[config.mk]
export PLATFORM = sky130hd
export DESIGN_NAME = encoder_and_press_tracker_unit
export DESIGN_NICKNAME = d
export VERILOG_FILES = /design/src/design/eapt_pkg.sv /design/src/design/eapt_rotation.sv /design/src/design/eapt_press.sv /design/src/design/encoder_and_press_tracker_unit.sv
export SDC_FILE = /design/constraint.sdc
export NUM_CORES = 1
export LEC_CHECK = 0
export ABC_AREA = 1
export BUFFER_PORTS_ARGS = -buffer_cell sky130_fd_sc_hd__buf_2
export CORE_UTILIZATION = 40
export CTS_BUF_LIST = sky130_fd_sc_hd__clkbuf_2 sky130_fd_sc_hd__clkbuf_4 sky130_fd_sc_hd__clkbuf_8
export DETAILED_ROUTE_END_ITERATION = 12
export GPL_ROUTABILITY_DRIVEN = 0
export PLACE_DENSITY = 0.6
export SYNTH_ARGS = -nofsm -noshare
export SYNTH_HDL_FRONTEND = slang
export SYNTH_SLANG_ARGS = --single-unit
[constraint.sdc]
create_clock -name aclk -period 5.65 [get_ports aclk]
set_clock_uncertainty 0.15 [all_clocks]
set_input_delay 0.565 -clock aclk [delete_from_list [all_inputs] [get_ports aclk]]
set_output_delay 0.565 -clock aclk [all_outputs]
set_load 0.005 [all_outputs]
[src/design/eapt_pkg.sv]
// eapt_pkg: shared types and constants for the encoder and press tracker
// payload structs, step control struct, reset values; no dependencies
`default_nettype none

package eapt_pkg;

    localparam int unsigned TIME_W  = 32;
    localparam int unsigned THRESH_W = 16;
    localparam int unsigned DELTA_W = 8;

    localparam logic [THRESH_W-1:0] LONG_PRESS_TIME_RESET = 16'd800;
    localparam logic                HIGH                  = 1'b1;

    localparam logic signed [DELTA_W-1:0] DELTA_MAX = 8'sh7F;
    localparam logic signed [DELTA_W-1:0] DELTA_MIN = 8'sh80;

    typedef struct packed {
        logic              chan_a;
        logic              chan_b;
        logic              touch_level;
        logic [TIME_W-1:0] now_ms;
        logic              take_events;
    } in_item_t;

    typedef struct packed {
        logic signed [DELTA_W-1:0] rotation_delta;
        logic                      short_press;
        logic                      long_press;
    } out_item_t;

    // per-item control from the top level to the tracker units
    typedef struct packed {
        logic fire;  // item in the input register is being processed this cycle
        logic take;  // item asks to read and clear the events
    } step_ctrl_t;

endpackage

`default_nettype wire

[src/design/eapt_rotation.sv]
// eapt_rotation: quadrature step accumulator with saturation and take/clear
// depends on eapt_pkg
`default_nettype none

module eapt_rotation
    import eapt_pkg::*;
(
    input  wire logic                      aclk,
    input  wire logic                      aresetn,
    input  wire step_ctrl_t                ctrl,
    input  wire logic                      chan_a,
    input  wire logic                      chan_b,
    output logic signed [DELTA_W-1:0]      delta
);

    logic                      prev_a_reg, prev_a_next;
    logic signed [DELTA_W-1:0] sum_reg, sum_next;
    logic signed [DELTA_W-1:0] sum_upd;

    always_comb begin
        sum_upd = sum_reg;
        if (chan_a != prev_a_reg) begin
            if (chan_a != chan_b) begin
                if (sum_reg != DELTA_MAX) begin
                    sum_upd = sum_reg + 8'sd1;
                end
            end else begin
                if (sum_reg != DELTA_MIN) begin
                    sum_upd = sum_reg - 8'sd1;
                end
            end
        end
    end

    assign delta       = ctrl.take ? sum_upd : '0;
    assign sum_next    = ctrl.take ? '0 : sum_upd;
    assign prev_a_next = chan_a;

    always_ff @(posedge aclk) begin
        if (!aresetn) begin
            prev_a_reg <= HIGH;
            sum_reg    <= '0;
        end else if (ctrl.fire) begin
            prev_a_reg <= prev_a_next;
            sum_reg    <= sum_next;
        end
    end

endmodule

`default_nettype wire

[src/design/eapt_press.sv]
// eapt_press: touch press tracker with short and long press flags
// depends on eapt_pkg
`default_nettype none

module eapt_press
    import eapt_pkg::*;
(
    input  wire logic                aclk,
    input  wire logic                aresetn,
    input  wire step_ctrl_t          ctrl,
    input  wire logic                touch_level,
    input  wire logic [TIME_W-1:0]   now_ms,
    input  wire logic [THRESH_W-1:0] long_press_time,
    output logic                     short_press,
    output logic                     long_press
);

    logic              prev_touch_reg;
    logic [TIME_W-1:0] press_start_reg, press_start_next;
    logic              long_done_reg, long_done_next;
    logic              short_pend_reg, short_pend_next;
    logic              long_pend_reg, long_pend_next;

    logic              rising, falling, done_eff, long_fire, short_fire;
    logic [TIME_W-1:0] hold;

    always_comb begin
        rising           = touch_level && !prev_touch_reg;
        falling          = !touch_level && prev_touch_reg;
        press_start_next = rising ? now_ms : press_start_reg;
        done_eff         = rising ? 1'b0 : long_done_reg;
        // modular hold time, wrap-safe
        hold             = now_ms - press_start_next;
        long_fire        = touch_level && !done_eff
                           && (hold >= {{(TIME_W-THRESH_W){1'b0}}, long_press_time});
        short_fire       = falling && !done_eff;
        long_done_next   = done_eff || long_fire;

        short_press      = ctrl.take && (short_pend_reg || short_fire);
        long_press       = ctrl.take && (long_pend_reg || long_fire);
        short_pend_next  = !ctrl.take && (short_pend_reg || short_fire);
        long_pend_next   = !ctrl.take && (long_pend_reg || long_fire);
    end

    always_ff @(posedge aclk) begin
        if (!aresetn) begin
            prev_touch_reg  <= 1'b0;
            press_start_reg <= '0;
            long_done_reg   <= 1'b0;
            short_pend_reg  <= 1'b0;
            long_pend_reg   <= 1'b0;
        end else if (ctrl.fire) begin
            prev_touch_reg  <= touch_level;
            press_start_reg <= press_start_next;
            long_done_reg   <= long_done_next;
            short_pend_reg  <= short_pend_next;
            long_pend_reg   <= long_pend_next;
        end
    end

endmodule

`default_nettype wire

[src/design/encoder_and_press_tracker_unit.sv]
// encoder_and_press_tracker_unit: top level, input and result registers around
// the rotation and press trackers; depends on eapt_pkg, eapt_rotation, eapt_press
`default_nettype none

// channel   direction  handshake              payload
// s_        in         s_valid / s_ready      s_data   (in_item_t)
// m_        out        m_valid / m_ready      m_data   (out_item_t)
// cfg_      in         cfg_valid / cfg_ready  cfg_data (long_press_time, 16 bits)
//
// one poll per clock sustained while m_ready stays high; a poll passes through the input
// register and then the result register before it is presented on m_
// the input register feeds the tracker logic, whose result lands in the result register
// the input register keeps taking polls while a result waits, until both are full
// synchronous active-low reset sets threshold to 800 ms, channel A history high
// cfg_ready is always high; the threshold is written on any cfg transfer

module encoder_and_press_tracker_unit
    import eapt_pkg::*;
(
    input  wire logic                aclk,
    input  wire logic                aresetn,
    input  wire logic                s_valid,
    output logic                     s_ready,
    input  wire in_item_t            s_data,
    output logic                     m_valid,
    input  wire logic                m_ready,
    output out_item_t                m_data,
    input  wire logic                cfg_valid,
    output logic                     cfg_ready,
    input  wire logic [THRESH_W-1:0] cfg_data
);

    logic [THRESH_W-1:0] lpt_reg;
    logic                in_vld_reg;
    in_item_t            in_data_reg;
    logic                out_vld_reg;
    out_item_t           out_data_reg, out_data_next;
    logic                advance;
    step_ctrl_t          ctrl;

    // the held poll moves on when the result register is free or draining
    assign advance   = in_vld_reg && (!out_vld_reg || m_ready);
    assign s_ready   = !in_vld_reg || advance;
    assign cfg_ready = 1'b1;

    assign ctrl.fire = advance;
    assign ctrl.take = in_data_reg.take_events;

    // threshold register
    always_ff @(posedge aclk) begin
        if (!aresetn) begin
            lpt_reg <= LONG_PRESS_TIME_RESET;
        end else if (cfg_valid) begin
            lpt_reg <= cfg_data;
        end
    end

    // input register
    always_ff @(posedge aclk) begin
        if (!aresetn) begin
            in_vld_reg <= 1'b0;
        end else if (s_ready) begin
            in_vld_reg <= s_valid;
        end
    end

    always_ff @(posedge aclk) begin
        if (s_valid && s_ready) begin
            in_data_reg <= s_data;
        end
    end

    eapt_rotation u_rotation (
        .aclk    (aclk),
        .aresetn (aresetn),
        .ctrl    (ctrl),
        .chan_a  (in_data_reg.chan_a),
        .chan_b  (in_data_reg.chan_b),
        .delta   (out_data_next.rotation_delta)
    );

    eapt_press u_press (
        .aclk            (aclk),
        .aresetn         (aresetn),
        .ctrl            (ctrl),
        .touch_level     (in_data_reg.touch_level),
        .now_ms          (in_data_reg.now_ms),
        .long_press_time (lpt_reg),
        .short_press     (out_data_next.short_press),
        .long_press      (out_data_next.long_press)
    );

    // result register
    always_ff @(posedge aclk) begin
        if (!aresetn) begin
            out_vld_reg <= 1'b0;
        end else if (advance) begin
            out_vld_reg <= 1'b1;
        end else if (m_ready) begin
            out_vld_reg <= 1'b0;
        end
    end

    always_ff @(posedge aclk) begin
        if (advance) begin
            out_data_reg <= out_data_next;
        end
    end

    assign m_valid = out_vld_reg;
    assign m_data  = out_data_reg;

endmodule

`default_nettype wire
Yosys cells after proc, flatten, opt, wreduce, memory -nomap -nowiden
Index checks and enable logic that the tools add are counted.
{ "op_classes": {"n_addsub": 3, "order_cmp": 1, "eq_ne": 4, "mux": 9, "reduce_logical": 23} }
{ "op_table": {"columns": ["op", "n"], "rows": [
  ["8-bit 2-to-1 mux", 5],
  ["32-bit by 16-bit >= comparator with 1-bit output", 1],
  ["32-bit 2-to-1 mux", 1],
  ["32-bit subtractor", 1],
  ["8-bit != test (second input constant)", 2],
  ["1-bit logical AND", 11],
  ["8-bit by 2-bit adder with 8-bit output (second input constant)", 1],
  ["8-bit by 2-bit subtractor with 8-bit output (second input constant)", 1],
  ["1-bit logical NOT", 6],
  ["1-bit logical OR", 5],
  ["1-bit 2-to-1 mux", 3],
  ["1-bit != test", 2],
  ["2-bit nonzero test", 1]
]} }
{ "word_totals": {"reg_bits": 109, "input_bits": 57, "output_inout_bits": 13, "wordCells": 58} }

Longest topological paths before layout
{ "depth": {"depth_word": 8, "ltp_mapped": 30, "depth_no_buf": 26} }

By module
A second synthesis with hierarchy kept.
{ "hier_totals": {"hier_cells": 1091, "area_unflattened_um2": 7493.4} }
{ "by_module_without_submodules": {"columns": ["mod", "instances", "cells_each", "area_each_um2"], "rows": [
  ["eapt_press", 1, 789, 4524.3],
  ["encoder_and_press_tracker_unit", 1, 129, 2026.9],
  ["eapt_rotation", 1, 173, 942.2]
]} }

Worst setup path after synthesis
Ideal clock, no wire load.
{ "synth_path": {"path_type": "register -> register", "start": "reg in_data_reg[33] in the netlist's numbering", "end": "reg out_data_reg, in the netlist m_data[0] (data pin)", "setup_ns": 0.260, "arrival_ns": 3.823, "path_slack_ns": 1.417, "stages_incl_launch_ff": 30, "n_path_buf": 4, "path_cell_list": "edfxtp_1 nand2_4 buf_8 buf_6 clkbuf_1 clkbuf_1 nand2_1 o21ai_0 ha_1 inv_1 ha_1 or2_1 nand2_1 nand2_2 nand2_1 nand2_2 xor2_1 ha_1 a21oi_1 nor2_1 a211oi_1 a21oi_1 nor2_1 nand3_1 nor2_1 nand3_1 nor2_1 nand2_1 nand2_1 a21oi_1"} }
{ "synth_via": {"elab_chain_len": 7} }
{ "synth_rtl": {"columns": ["item", "line_no", "rtl"], "rows": [
  ["start, declared", "encoder_and_press_tracker_unit.sv:35", "in_item_t in_data_reg;"],
  ["start signal, assigned", "encoder_and_press_tracker_unit.sv:69", "in_data_reg <= s_data;"],
  ["1-bit logical AND", "eapt_press.sv:28", "rising = touch_level && !prev_touch_reg;"],
  ["32-bit 2-to-1 mux", "eapt_press.sv:30", "press_start_next = rising ? now_ms : press_start_reg;"],
  ["via u_press.press_start_next[0]", "eapt_press.sv:19", "logic [TIME_W-1:0] press_start_reg, press_start_next;"],
  ["32-bit subtractor", "eapt_press.sv:33", "hold = now_ms - press_start_next;"],
  ["32-bit by 16-bit >= comparator with 1-bit output", "eapt_press.sv:35", "&& (hold >= {{(TIME_W-THRESH_W){1'b0}}, long_press_time});"],
  ["1-bit logical AND", "eapt_press.sv:35", null],
  ["1-bit logical OR", "eapt_press.sv:40", "long_press = ctrl.take && (long_pend_reg || long_fire);"],
  ["1-bit logical AND", "eapt_press.sv:40", null],
  ["via u_press.long_press", "eapt_press.sv:15", "output logic long_press"],
  ["end signal, assigned", "encoder_and_press_tracker_unit.sv:106", "out_data_reg <= out_data_next;"],
  ["end, declared", "encoder_and_press_tracker_unit.sv:37", "out_item_t out_data_reg, out_data_next;"]
]} }
The timed path passes the listed nets, and every way through them passes these cells.
A chain may end at the register's enable or synchronous reset.

Worst setup path in the final report
{ "layout_path": {"start": "reg in_data_reg[33] in the netlist's numbering", "end": "reg out_data_reg, in the netlist m_data[0] (data pin)"} }
{ "layout_via": {"elab_chain_len": 7} }
{ "layout_rtl": {"columns": ["item", "line_no"], "rows": [
  ["1-bit logical AND", "eapt_press.sv:28"],
  ["32-bit 2-to-1 mux or 1-bit 2-to-1 mux (tied branches)", "eapt_press.sv:30, eapt_press.sv:31"],
  ["32-bit subtractor or 1-bit logical NOT (tied branches)", "eapt_press.sv:33, eapt_press.sv:34"],
  ["32-bit by 16-bit >= comparator with 1-bit output or 1-bit logical AND (tied branches)", "eapt_press.sv:35, eapt_press.sv:34"],
  ["1-bit logical AND (*)", "eapt_press.sv:35"],
  ["1-bit logical OR (*)", "eapt_press.sv:40"],
  ["1-bit logical AND (*)", "eapt_press.sv:40"],
  ["via u_press.long_press", "eapt_press.sv:15"]
]} }
The timed path passes the listed nets; every way through them passes the cells marked *.

==> flow_metrics.tcl <==
set metrics [dict create \
    timing.final.crit_share_pct 74.7 \
    critical_path.max_fanout 60 \
    total_power_mw 2.02 \
    synth_fa_ha_area_share_pct 6.84 \
    timing_worst_slew_pin_value_ps 870 \
    largest_reg_flops 35 \
    finalHoldViolations 0 \
    yosysWarnings 0 \
    drc 0 \
    grt_overflow 0 \
    pwr_density_cell_nw_per_um2 251 \
    die_w_um 137 \
    internal_power_mw 1.28 \
    synth.area.top_cells "edfxtp_1, dfxtp_1, nand2_1" \
    avgRoutedWirePerCell_um 13.1 \
    leakagePower_nw 3.75 \
    grt_usage_pct 19.9 \
    busiest_layer "met2" \
    synth_top_family_by_area "simple AND/OR/NAND/NOR gates" \
    rows 49 \
    nets 1200 \
    post-dp-hpwl_mm 13.7 \
    slew_violations 0 \
    cts_tree "built" \
    grt.met2_usage_pct 31.3 \
    via_per_inst 4.94 \
    drv_cap 0 \
    synth_top_flop_cell "dfxtp_1" \
    synth-simple-area-share_pct 27.4 \
    syn2layout_area_growth_pct 9.94 \
    antenna_found_initial 0 \
    muxShareOfSynthArea_pct 1.09 \
    grt_pass1_wl_mm 28.9 \
    synth-xor-area-share_pct 2.63 \
    comb_power_share_pct 32.0 \
    core_um2 18000 \
    drt_iter0_drc 447 \
    post_cts_buffers 0 \
    dieArea_um2 18800 \
    irDropWorstVdd_uv 122 \
    root_buffer "clkbuf_8" \
    worstPathArrival_ps 4230 \
    grt_max_degree 61 \
    async_flop_share_pct 0 \
    ys_types 45 \
    firstDrtPassIters 5 \
    routed_wl_mm 17.5 \
    required_ps 5660 \
    ios 70 \
    clk_pin_slew_ps 120 \
    p_clk_share_pct 23.7 \
    switching_share_pct 36.8 \
    fin_tns_setup_ps 0 \
    fin_crit_ps 4220 \
    max_freq_mhz 237 \
    status "completed" \
    cts_buffers 9 \
    netlist_instances 1045 \
    min_path_cells 1 \
    p_switching_mw 0.743 \
    met3_usage_pct 3.13 \
    io_buffers 68 \
    die_h_um 137 \
    nFillCells 1869 \
    h-tree-depth 3 \
    synth_most_common_cell "nand2_1" \
    cp-start-kind "flip-flop" \
    power_frac_seq_pct 44.3 \
    whs_ps 173 \
    setup_viol 0 \
    clockBufferDepth 2 \
    setup.worst_path.end_class "flip-flop" \
    synth_edf_count 46 \
    cts_hold_buf 0 \
    ys_ff_latch 109 \
    grt_util_met1_pct 27.4 \
    clock_latency_ps 400 \
    crit_type "reg2reg" \
    rsz0062_at_grt "false" \
    grt_pass1_vias 5898 \
    r2r_cells 21 \
    synth_fp_nets 1142 \
    min_path_type "in2reg" \
    syn_area_per_cell_um2 7.00 \
    numClockSinks 109 \
    start_util_pct 40.7 \
    synth.top_cell.area_share_pct 18.9 \
    antenna_cells 0 \
    syn-cell-area_um2 7320 \
    ys_top_cells_by_count "nand2_1, inv_1, nor2_1" \
    slew_headroom_pct 41.6 \
    detail-route-antenna-nets 0 \
    vias 6608 \
    synth_compound_area_share_pct 15.5 \
    yosysTopAreaCell "edfxtp_1" \
    seq_area_frac_synth_pct 36.1 \
    drive_above_1_share_pct 11.7 \
    cts_resized 0 \
]
-- power by group through the flow --
stage	clock (mW)	combinational [mW]	sequential, mW
final	0.479	0.646	0.894
after global routing	0.530	0.747	0.900
after CTS	0.503	0.646	0.894
after detailed placement	0	0.643	0.912
after global placement	0	0.638	0.911
after floorplan	0	0.493	0.905
-- final timing paths --
path                               startpoint                     endpoint  slack, ps
setup / recovery              in_data_reg[33]                    m_data[0]       1430
hold / removal                      s_data[3]               in_data_reg[3]        170
setup reg to reg              in_data_reg[33]                    m_data[0]       1430
hold reg to reg   u_press.press_start_reg[14]  u_press.press_start_reg[14]        320
-- metrics by stage --
stage | utilization, % | cell area (µm²) | instances | setup WS [ps]
floorplan | - | 7320 | 1045 | 1420
global placement | 43.6 | 7840 | 1321 | 1460
detailed placement | 43.6 | 7840 | 1321 | 1490
CTS | 44.8 | 8040 | 1337 | 1460
global route | 44.8 | 8040 | 1337 | 933
finish | 44.8 | 8040 | 1337 | 1430
-- placed cells by master, fill, tap and decap left out, types with 40 or more instances in the layout --
cell / instances
nand2_1: 241
inv_1: 165
nor2_1: 113
a21oi_1: 85
o21ai_0: 82
buf_2: 68
dfxtp_1: 63
edfxtp_1: 46
nand3_1: 42
ha_1: 40
-- critical path, cell delays in order (launching register included) --
cell and delay, ps:
edfxtp_1 480, nand2_4 530, mux2i_1 170, ha_1 420, nand2_1 160, nor3_4 280, nand2_1 110, clkinv_1 50
nand2_1 60, nand2_1 120, xor2_1 240, ha_1 290, nand2_1 60, o21ai_0 80, nor2_1 130, nand3_1 110
nor2_1 110, nand3_1 70, nor2_1 90, nand2_1 100, nand2_1 90, a21oi_1 60
-- cells by family after synthesis --
kind of cell | Yosys count
xor+xnor | 22
mux | 8
compound gates | 206
other cells | 1
fa+ha+maj | 40
flops | 109
buf+inv | 195
simple gates | 464
-- per-layer routing --
| layer | part of all wire (%) | wire [µm] |
|---|---|---|
| met1 | 50 | 8720 |
| met2 | 44 | 7710 |
| met3 | 3.8 | 665 |
| met4 | 2.4 | 421 |
| met5 | 0 | 0 |
-- area by class of cell --
cell class	count	area (µm²)	area share, %
well taps	229	287	3.56
multi-input cells	741	3910	48.6
inverters	172	646	8.03
clock buffers	9	124	1.54
flip-flops and latches	109	2640	32.9
repair buffers	70	355	4.42
clock inverters	7	78.8	0.980
Note: power is estimated with default switching activity, not from simulation.
